===== config.mk =====
export PLATFORM = sky130hd
export DESIGN_NAME = http2_frame_deframer_top
export DESIGN_NICKNAME = d
export VERILOG_FILES = /design/src/hdl/hfd_pkg.sv /design/src/hdl/http2_frame_deframer_top.sv /design/src/hdl/hfd_parse.sv /design/src/hdl/hfd_skid.sv
export SDC_FILE = /design/constraint.sdc
export NUM_CORES = 1
export LEC_CHECK = 0
export BUFFER_PORTS_ARGS = -buffer_cell sky130_fd_sc_hd__buf_2
export CAP_MARGIN = 10
export CORE_MARGIN = 5
export CORE_UTILIZATION = 45
export CTS_BUF_LIST = sky130_fd_sc_hd__clkbuf_4 sky130_fd_sc_hd__clkbuf_8
export CTS_CLUSTER_SIZE = 28
export DETAILED_ROUTE_END_ITERATION = 8
export PLACE_DENSITY = 0.66
export SYNTH_ARGS = -nofsm -noshare
export SYNTH_HDL_FRONTEND = slang
export SYNTH_HIERARCHICAL = 1
export SYNTH_SLANG_ARGS = --single-unit

===== constraint.sdc =====
create_clock -name clk -period 10.3 [get_ports clk]
set_input_delay 2.06 -clock clk [delete_from_list [all_inputs] [get_ports clk]]
set_output_delay 2.06 -clock clk [all_outputs]
set_load 0.02 [all_outputs]

===== src/hdl/hfd_pkg.sv =====
package hfd_pkg;

    // Flag bits of the frame header that shape the body layout
    localparam logic [7:0] FLAG_PADDED   = 8'b0000_1000;
    localparam logic [7:0] FLAG_PRIORITY = 8'b0010_0000;

    // Frame type codes with a fixed body layout
    localparam logic [7:0] FT_DATA         = 8'd0;
    localparam logic [7:0] FT_HEADERS      = 8'd1;
    localparam logic [7:0] FT_PRIORITY     = 8'd2;
    localparam logic [7:0] FT_RST_STREAM   = 8'd3;
    localparam logic [7:0] FT_SETTINGS     = 8'd4;
    localparam logic [7:0] FT_PUSH_PROMISE = 8'd5;
    localparam logic [7:0] FT_PING         = 8'd6;
    localparam logic [7:0] FT_GOAWAY       = 8'd7;
    localparam logic [7:0] FT_WINDOW       = 8'd8;

    // Field kind codes given out with every byte
    localparam logic [3:0] KIND_HEADER     = 4'd0;
    localparam logic [3:0] KIND_PADLEN     = 4'd1;
    localparam logic [3:0] KIND_DEPENDENCY = 4'd2;
    localparam logic [3:0] KIND_WEIGHT     = 4'd3;
    localparam logic [3:0] KIND_PROMISED   = 4'd4;
    localparam logic [3:0] KIND_ERROR      = 4'd5;
    localparam logic [3:0] KIND_SET_ID     = 4'd6;
    localparam logic [3:0] KIND_SET_VALUE  = 4'd7;
    localparam logic [3:0] KIND_PING       = 4'd8;
    localparam logic [3:0] KIND_LAST_ID    = 4'd9;
    localparam logic [3:0] KIND_WINDOW     = 4'd10;
    localparam logic [3:0] KIND_PAYLOAD    = 4'd11;
    localparam logic [3:0] KIND_PADDING    = 4'd12;

    // Last byte index of the frame header
    localparam logic [3:0] HDR_LAST_BYTE = 4'd8;

    // Parse phase, one-hot
    typedef enum logic [11:0] {
        PH_HDR      = 12'b0000_0000_0001,
        PH_PADLEN   = 12'b0000_0000_0010,
        PH_DEP      = 12'b0000_0000_0100,
        PH_WEIGHT   = 12'b0000_0000_1000,
        PH_PROMISED = 12'b0000_0001_0000,
        PH_ERROR    = 12'b0000_0010_0000,
        PH_SETID    = 12'b0000_0100_0000,
        PH_SETVAL   = 12'b0000_1000_0000,
        PH_PING     = 12'b0001_0000_0000,
        PH_LASTID   = 12'b0010_0000_0000,
        PH_WINDOW   = 12'b0100_0000_0000,
        PH_PAYLOAD  = 12'b1000_0000_0000
    } phase_t;

    // One result item
    typedef struct packed {
        logic        truncated;
        logic        frame_done;
        logic        field_done;
        logic [31:0] field_value;
        logic [23:0] frame_length;
        logic [31:0] stream_id;
        logic [7:0]  frame_flags;
        logic [7:0]  frame_type;
        logic [3:0]  field_kind;
    } result_t;

    // Phase that follows the pad length byte, or opens an unpadded body
    function automatic phase_t phase_after_pad(input logic [7:0] ftype, input logic [7:0] flags);
        phase_t ph;
        begin
            unique case (ftype)
                FT_HEADERS:      ph = ((flags & FLAG_PRIORITY) != 8'd0) ? PH_DEP : PH_PAYLOAD;
                FT_PRIORITY:     ph = PH_DEP;
                FT_RST_STREAM:   ph = PH_ERROR;
                FT_SETTINGS:     ph = PH_SETID;
                FT_PUSH_PROMISE: ph = PH_PROMISED;
                FT_PING:         ph = PH_PING;
                FT_GOAWAY:       ph = PH_LASTID;
                FT_WINDOW:       ph = PH_WINDOW;
                default:         ph = PH_PAYLOAD;
            endcase
            return ph;
        end
    endfunction

    // Phase of the first body byte after the header
    function automatic phase_t first_body_phase(input logic [7:0] ftype, input logic [7:0] flags);
        logic padded_type;
        begin
            padded_type = (ftype == FT_DATA) || (ftype == FT_HEADERS)
                       || (ftype == FT_PUSH_PROMISE);
            if (padded_type && ((flags & FLAG_PADDED) != 8'd0))
                return PH_PADLEN;
            return phase_after_pad(ftype, flags);
        end
    endfunction

    // Phase after a fixed field has been completed
    function automatic phase_t next_phase(input phase_t ph, input logic [7:0] ftype,
                                          input logic [7:0] flags);
        phase_t nxt;
        begin
            unique case (ph)
                PH_PADLEN: nxt = phase_after_pad(ftype, flags);
                PH_DEP:    nxt = PH_WEIGHT;
                PH_SETID:  nxt = PH_SETVAL;
                PH_SETVAL: nxt = PH_SETID;
                PH_LASTID: nxt = PH_ERROR;
                default:   nxt = PH_PAYLOAD;
            endcase
            return nxt;
        end
    endfunction

    // Byte length of a fixed field
    function automatic logic [2:0] field_len(input phase_t ph);
        logic [2:0] len;
        begin
            unique case (ph)
                PH_PADLEN, PH_WEIGHT: len = 3'd1;
                PH_SETID:             len = 3'd2;
                PH_DEP, PH_PROMISED, PH_ERROR, PH_SETVAL,
                PH_PING, PH_LASTID, PH_WINDOW: len = 3'd4;
                default:              len = 3'd0;
            endcase
            return len;
        end
    endfunction

    // Field kind tagged on a byte of a fixed field
    function automatic logic [3:0] phase_kind(input phase_t ph);
        logic [3:0] kind;
        begin
            unique case (ph)
                PH_PADLEN:   kind = KIND_PADLEN;
                PH_DEP:      kind = KIND_DEPENDENCY;
                PH_WEIGHT:   kind = KIND_WEIGHT;
                PH_PROMISED: kind = KIND_PROMISED;
                PH_ERROR:    kind = KIND_ERROR;
                PH_SETID:    kind = KIND_SET_ID;
                PH_SETVAL:   kind = KIND_SET_VALUE;
                PH_PING:     kind = KIND_PING;
                PH_LASTID:   kind = KIND_LAST_ID;
                PH_WINDOW:   kind = KIND_WINDOW;
                PH_PAYLOAD:  kind = KIND_PAYLOAD;
                default:     kind = KIND_HEADER;
            endcase
            return kind;
        end
    endfunction

endpackage


===== src/hdl/http2_frame_deframer_top.sv =====
// Channel   Direction  tdata                     tuser                  tlast
// s_axis    in         data_byte                 first_byte             last_byte
// m_axis    out        type,flags,stream,length, field_kind,field_done, frame_done
//                      field_value               truncated
//
// One byte is accepted per clock cycle while s_axis_tready is high; its result is
// registered in the output stage; the parser state update is one registered pass.
// A two-entry output stage (result register plus skid register) takes one more
// transaction when m_axis stalls; s_axis_tready falls only when both entries are
// full and rises again at the edge where the skid entry moves to the output.
// Reset puts the parser at the start of a frame header with all frame
// registers cleared and both output entries empty.
module http2_frame_deframer_top
    import hfd_pkg::*;
(
    input  logic         clk,
    input  logic         rst_n,
    input  logic         s_axis_tvalid,
    output logic         s_axis_tready,
    input  logic [7:0]   s_axis_tdata,   // [7:0] data_byte
    input  logic [0:0]   s_axis_tuser,   // [0] first_byte
    input  logic         s_axis_tlast,   // last_byte
    output logic         m_axis_tvalid,
    input  logic         m_axis_tready,
    output logic [103:0] m_axis_tdata,   // frame_type, frame_flags, stream_id,
                                         // frame_length, field_value
    output logic [5:0]   m_axis_tuser,   // field_kind, field_done, truncated
    output logic         m_axis_tlast    // frame_done
);

    logic    accept;
    result_t parse_result;
    result_t out_result;

    assign accept = s_axis_tvalid && s_axis_tready;

    // Byte parser and frame state
    hfd_parse u_parse (
        .clk        (clk),
        .rst_n      (rst_n),
        .accept     (accept),
        .data_byte  (s_axis_tdata),
        .first_byte (s_axis_tuser[0]),
        .last_byte  (s_axis_tlast),
        .result     (parse_result)
    );

    // Output register with skid entry
    hfd_skid u_skid (
        .clk       (clk),
        .rst_n     (rst_n),
        .in_valid  (s_axis_tvalid),
        .in_ready  (s_axis_tready),
        .in_data   (parse_result),
        .out_valid (m_axis_tvalid),
        .out_ready (m_axis_tready),
        .out_data  (out_result)
    );

    // Pack the result onto the master-side transaction
    assign m_axis_tdata = {out_result.field_value, out_result.frame_length,
                           out_result.stream_id, out_result.frame_flags,
                           out_result.frame_type};
    assign m_axis_tuser = {out_result.truncated, out_result.field_done,
                           out_result.field_kind};
    assign m_axis_tlast = out_result.frame_done;

endmodule


===== src/hdl/hfd_parse.sv =====
module hfd_parse
    import hfd_pkg::*;
(
    input  logic        clk,
    input  logic        rst_n,
    input  logic        accept,
    input  logic [7:0]  data_byte,
    input  logic        first_byte,
    input  logic        last_byte,
    output result_t     result
);

    phase_t      phase_reg,  phase_next;
    logic [2:0]  bif_reg,    bif_next;
    logic [3:0]  hdr_cnt_reg, hdr_cnt_next;
    logic [23:0] rem_reg,    rem_next;
    logic [7:0]  pad_reg,    pad_next;
    logic [31:0] vshift_reg, vshift_next;
    logic [7:0]  type_reg,   type_next;
    logic [7:0]  flags_reg,  flags_next;
    logic [31:0] stream_reg, stream_next;
    logic [23:0] length_reg, length_next;

    phase_t      ph;
    logic [3:0]  hc;
    logic [3:0]  n;
    logic [2:0]  idx;
    logic [2:0]  idx_inc;
    logic [31:0] vs_shift;
    logic [23:0] rem_dec;
    logic        phase_end;
    logic [3:0]  kind;
    logic [31:0] fval;
    logic        fdone;
    logic        frdone;
    logic        trunc;

    // Next state and result for the byte on the input
    always_comb
    begin
        phase_next   = phase_reg;
        bif_next     = bif_reg;
        rem_next     = rem_reg;
        pad_next     = pad_reg;
        vshift_next  = vshift_reg;
        type_next    = type_reg;
        flags_next   = flags_reg;
        stream_next  = stream_reg;
        length_next  = length_reg;
        kind         = KIND_HEADER;
        fval         = 32'd0;
        fdone        = 1'b0;
        frdone       = 1'b0;
        phase_end    = 1'b0;
        idx          = bif_reg;
        idx_inc      = 3'(bif_reg + 3'd1);
        vs_shift     = {vshift_reg[23:0], data_byte};
        rem_dec      = 24'(rem_reg - 24'd1);
        n            = 4'd0;

        // A packet start restarts at a frame header
        ph = first_byte ? PH_HDR : phase_reg;
        hc = first_byte ? 4'd0 : hdr_cnt_reg;
        hdr_cnt_next = hc;

        if (ph == PH_HDR || rem_reg == 24'd0)
        begin
            // Frame header bytes
            n = (hc > HDR_LAST_BYTE) ? 4'd0 : hc;
            phase_next = PH_HDR;
            case (n) inside
                4'd0:       length_next = {16'd0, data_byte};
                4'd1, 4'd2: length_next = {length_reg[15:0], data_byte};
                4'd3:       type_next   = data_byte;
                4'd4:       flags_next  = data_byte;
                4'd5:       stream_next = {24'd0, data_byte};
                default:    stream_next = {stream_reg[23:0], data_byte};
            endcase
            if (n == HDR_LAST_BYTE)
            begin
                hdr_cnt_next = 4'd0;
                fdone        = 1'b1;
                fval         = {8'd0, length_next};
                rem_next     = length_next;
                pad_next     = 8'd0;
                bif_next     = 3'd0;
                vshift_next  = 32'd0;
                frdone       = (length_next == 24'd0);
                phase_next   = frdone ? PH_HDR : first_body_phase(type_reg, flags_reg);
            end
            else
            begin
                hdr_cnt_next = 4'(n + 4'd1);
            end
        end
        else
        begin
            // Body bytes
            if (ph == PH_PAYLOAD)
            begin
                kind = (rem_reg <= {16'd0, pad_reg}) ? KIND_PADDING : KIND_PAYLOAD;
            end
            else
            begin
                kind        = phase_kind(ph);
                vshift_next = vs_shift;
                if (ph == PH_PING)
                begin
                    fdone     = (idx[1:0] == 2'd3);
                    phase_end = (idx == 3'd7);
                end
                else
                begin
                    fdone     = (idx_inc == field_len(ph));
                    phase_end = fdone;
                end
                bif_next = idx_inc;
                if (fdone)
                begin
                    fval        = vs_shift;
                    vshift_next = 32'd0;
                    if (ph == PH_PADLEN)
                        pad_next = data_byte;
                end
                if (phase_end)
                begin
                    phase_next  = next_phase(ph, type_reg, flags_reg);
                    bif_next    = 3'd0;
                    vshift_next = 32'd0;
                end
            end
            rem_next = rem_dec;
            if (rem_dec == 24'd0)
            begin
                frdone       = 1'b1;
                hdr_cnt_next = 4'd0;
                phase_next   = PH_HDR;
                bif_next     = 3'd0;
                vshift_next  = 32'd0;
            end
        end

        // Packet end returns to the header phase
        trunc = last_byte && !frdone;
        if (last_byte)
        begin
            hdr_cnt_next = 4'd0;
            phase_next   = PH_HDR;
            bif_next     = 3'd0;
            vshift_next  = 32'd0;
        end
    end

    // Result of this byte, with the frame registers as they stand after it
    always_comb
    begin
        result.field_kind   = kind;
        result.frame_type   = type_next;
        result.frame_flags  = flags_next;
        result.stream_id    = stream_next;
        result.frame_length = length_next;
        result.field_value  = fdone ? fval : 32'd0;
        result.field_done   = fdone;
        result.frame_done   = frdone;
        result.truncated    = trunc;
    end

    // Parser state, advanced on every accepted transaction
    always_ff @(posedge clk or negedge rst_n)
    begin
        if (!rst_n)
        begin
            phase_reg   <= PH_HDR;
            bif_reg     <= 3'd0;
            hdr_cnt_reg <= 4'd0;
            rem_reg     <= 24'd0;
            pad_reg     <= 8'd0;
            vshift_reg  <= 32'd0;
            type_reg    <= 8'd0;
            flags_reg   <= 8'd0;
            stream_reg  <= 32'd0;
            length_reg  <= 24'd0;
        end
        else if (accept)
        begin
            phase_reg   <= phase_next;
            bif_reg     <= bif_next;
            hdr_cnt_reg <= hdr_cnt_next;
            rem_reg     <= rem_next;
            pad_reg     <= pad_next;
            vshift_reg  <= vshift_next;
            type_reg    <= type_next;
            flags_reg   <= flags_next;
            stream_reg  <= stream_next;
            length_reg  <= length_next;
        end
    end

endmodule


===== src/hdl/hfd_skid.sv =====
module hfd_skid
    import hfd_pkg::*;
(
    input  logic    clk,
    input  logic    rst_n,
    input  logic    in_valid,
    output logic    in_ready,
    input  result_t in_data,
    output logic    out_valid,
    input  logic    out_ready,
    output result_t out_data
);

    logic    out_valid_reg;
    logic    skid_valid_reg;
    result_t out_data_reg;
    result_t skid_data_reg;
    logic    out_free;

    // The skid stage holds one transaction that arrives while the output stalls
    assign in_ready  = !skid_valid_reg;
    assign out_free  = !out_valid_reg || out_ready;
    assign out_valid = out_valid_reg;
    assign out_data  = out_data_reg;

    // Valid flags
    always_ff @(posedge clk or negedge rst_n)
    begin
        if (!rst_n)
        begin
            out_valid_reg  <= 1'b0;
            skid_valid_reg <= 1'b0;
        end
        else if (out_free)
        begin
            if (skid_valid_reg)
            begin
                out_valid_reg  <= 1'b1;
                skid_valid_reg <= 1'b0;
            end
            else
            begin
                out_valid_reg <= in_valid;
            end
        end
        else if (in_valid && in_ready)
        begin
            skid_valid_reg <= 1'b1;
        end
    end

    // Payload registers
    always_ff @(posedge clk)
    begin
        if (out_free)
        begin
            if (skid_valid_reg)
                out_data_reg <= skid_data_reg;
            else if (in_valid)
                out_data_reg <= in_data;
        end
        else if (in_valid && in_ready)
        begin
            skid_data_reg <= in_data;
        end
    end

endmodule


==> metrics.cfg <==
[pwr]
intPower_mw = 2.73
p_comb_share_pct = 15.1
p_leak_nw = 8.00
powerDensity_mw_per_mm2 = 192
p_sw_mw = 1.02
p_seq_share_pct = 50.3
swShare_pct = 27.2
irDropWorstVdd_uv = 92.0
pwr-share-clk_pct = 34.6

[worst_setup_path]
critPathKind = in2reg
cp.arrival_ns = 5.17
startpoint_type = primary input
crit_path_max_fanout = 32
critPathRequiredTime_ns = 10.68
critical_path.endpoint_type = register

[sta]
layout_min_cycle_time_ns = 4.80
report.final.slew_viol_count = 0
rsz0062_at_grt = false
finalSetupTns_ns = 0
worst_hold_slack_ns = 0.490
tightest_slew_ns = 1.06
hold_viol = 0
setup_violations = 0
timing.fmax_mhz = 209
slew_headroom_pct = 28.8
fin_crit_sh_pct = 46.6
final.setup_skew_ns = 0.0227

[floorplan]
die_h_um = 206
fp.coreArea_mm2 = 0.0384
initial_core_util_pct = 45.2
row_count = 72
die_area_mm2 = 0.0426
die-width_um = 206
pin_count = 127

[grt]
grt_usage_pct = 19.1
grt_pass1_vias = 11200
overflow = 0
grt_max_degree = 80
antenna_found_initial = 1
grt_pass1_wl_um = 64700

[layout]
syn_to_final_growth_pct = 12.8
nets = 1512
n_fill_cell = 3369
drive_above_1_share_pct = 28.3
utilization_pct = 51.0

[logic_synthesis]
syn_area_mm2 = 0.0174
netlist_instances = 1365
ys_dominant_reg_cell = edfxtp_1
ys_types = 71
synth-seq-area-share_pct = 59.9
synth-edff-count = 222
synth_fp_nets = 1395
yosys_register_bits = 371
async_flop_share_pct = 40.2
syn_area_per_cell_um2 = 12.7
yosysWarnings = 6

[placed_design]
dp_hpwl_um = 27500
io_buffers = 126
gp_congestion = 0.852

[drt]
drt_iter0_drc = 1013
wirelength_um = 41300
first_pass_iters = 5
dr_total_vias = 11600
route.detailed.drc = 0
ant_nets = 0
viasPerCell = 5.66
wl_per_cell_um = 20.1

[cts]
ctsHtreeMaxLevel = 2
cts_hold_buf = 0
cts-buffers-inserted = 58
root_buffer = clkbuf_8
clkTransAtPathRegs_ns = 0.07
cts_sinks = 371
insertion_delay_ns = 0.62
cts_tree = yes
clockBufferDepth = 3
ctsResizeCount = 0
cts_setup_buffers = 0

[run]
cap_violations = 0

[status]
run_status = finished clean

[hold_path]
min_path_type = reg2reg

[kinds of logic (layout without fill, tap and decap cells)]
kind of cell | count (synthesis) | count (layout) | synth area share, %
AND/OR/NAND/NOR | 398 | 398 | 11.7
flip-flops | 371 | 371 | 59.9
AO/OA/AOI/OAI | 287 | 287 | 11.3
multiplexers | 173 | 173 | 12.4
buffers and inverters | 111 | 278 | 3.06
adder cells (fa/ha/maj) | 16 | 16 | 1.15
XOR/XNOR | 9 | 9 | 0.454
other | 0 | 1 | 0
[cells in the final DEF (no fill, tap or decap), types with 7 or more instances in the layout]
master	netlist	routed
edfxtp_1	222	222
dfrtp_1	148	147
buf_2	8	125
nand2_1	115	115
mux2_2	110	110
nor2_1	92	92
o21ai_0	71	71
clkbuf_8	0	61
mux2_4	58	58
a22o_1	48	48
a21oi_1	46	46
nand3_1	42	42
nor3_1	29	29
a31oi_1	28	28
clkbuf_4	0	27
inv_1	26	26
a22oi_1	20	20
o2bb2ai_1	17	17
ha_1	16	16
buf_4	3	16
nor4_1	15	15
nand4_1	13	13
clkinv_1	0	11
o21a_1	11	11
and2_1	12	11
nand2b_1	9	9
or3_1	9	9
a32o_1	9	9
o211ai_1	7	7
[metrics by stage]
step,worst slack [ns],total power [mW],instance area [um2],cells
6_report,5.50,3.75,19600,2051
5_1_grt,5.38,3.93,19600,2050
3_3_place_gp,5.05,2.46,18400,1940
2_1_floorplan,2.59,2.30,17400,1365
4_1_cts,5.63,3.79,19600,2050
3_5_place_dp,4.95,2.48,18400,1940
[layer usage]
layer  up-vias  track usage [%]  part of all wire (%)  wire length (um)
li1       5409                -                     -                 -
met1      5830             27.9                    46             19200
met2       315             29.4                    46             19000
met3        48             3.67                   5.6              2330
met4         0             5.18                   1.9               778
met5         -                0                     0                 0
[path summary, 6_finish.rpt]
kind / start / end / slack, ns / depth (start not counted)
setup reg to reg: u_parse/rem_reg[0]$_DFFE_PN0P_ / u_skid/out_data[110]$_DFFE_PP_ / 5.91 / 10
setup / recovery: s_axis_tuser / u_skid/out_data[110]$_DFFE_PP_ / 5.50 / 12
hold reg to reg: u_parse/pad_reg[5]$_DFFE_PN0P_ / u_parse/pad_reg[5]$_DFFE_PN0P_ / 0.49 / 2
max in group asynchronous: rst_n / u_parse/rem_reg[3]$_DFFE_PN0P_ / 7.31 / 2
hold / removal: u_parse/pad_reg[5]$_DFFE_PN0P_ / u_parse/pad_reg[5]$_DFFE_PN0P_ / 0.49 / 2
min in group asynchronous: rst_n / u_parse/flags_reg[4]$_DFFE_PN0P_ / 1.48 / 1
[worst max-delay path, cell delays in order]
cell	delay [ns]
buf_2	0.19
nor3_1	0.37
inv_1	0.12
ha_1	0.31
or3_1	0.37
o211ai_1	0.09
buf_4	0.35
mux2i_1	0.26
o221ai_1	0.34
o22ai_1	0.36
nor2_1	0.08
mux2_2	0.26
[cell usage after synthesis, types with 6 or more instances]
library cell  number  area (um2)
edfxtp_1         222        6670
dfrtp_1          148        3700
nand2_1          115         432
mux2_2           110        1240
nor2_1            92         345
o21ai_0           71         355
clkbuf_1          60         225
mux2_4            58         871
a22o_1            48         420
a21oi_1           46         230
nand3_1           42         210
nor3_1            29         145
a31oi_1           28         175
inv_1             26        97.6
a22oi_1           20         150
o2bb2ai_1         17         149
ha_1              16         200
nor4_1            15        93.8
nand4_1           13        81.3
and2_1            12        75.1
buf_6             11         124
o21a_1            11        82.6
a32o_1             9        90.1
nand2b_1           9        56.3
or3_1              9        56.3
buf_2              8        40.0
o211ai_1           7        52.6
nand4b_1           6        52.6
nor2b_1            6        37.5
nor4b_1            6        52.6
o31ai_1            6        45.0
or4_1              6        45.0
[power by group through the flow]
stage | Clock [mW] | Sequential, mW | Combinational, mW
2_1_floorplan | 0 | 1.96 | 0.342
3_3_place_gp | 0 | 1.91 | 0.555
3_5_place_dp | 0 | 1.92 | 0.569
4_1_cts | 1.33 | 1.89 | 0.572
5_1_grt | 1.40 | 1.90 | 0.624
6_report | 1.30 | 1.89 | 0.567
[area by class of cell]
cell class	count	area [um2]	share of cell area (%)
clock buffer	88	1040	5.32
sequential	371	10400	53.1
timing repair buffer	142	757	3.86
tap	518	648	3.31
inverter	26	97.6	0.498
clock inverter	22	183	0.933
multi-input combinational	883	6460	33.0
antenna	1	2.50	0.0128
(Power assumes the default switching activity.)
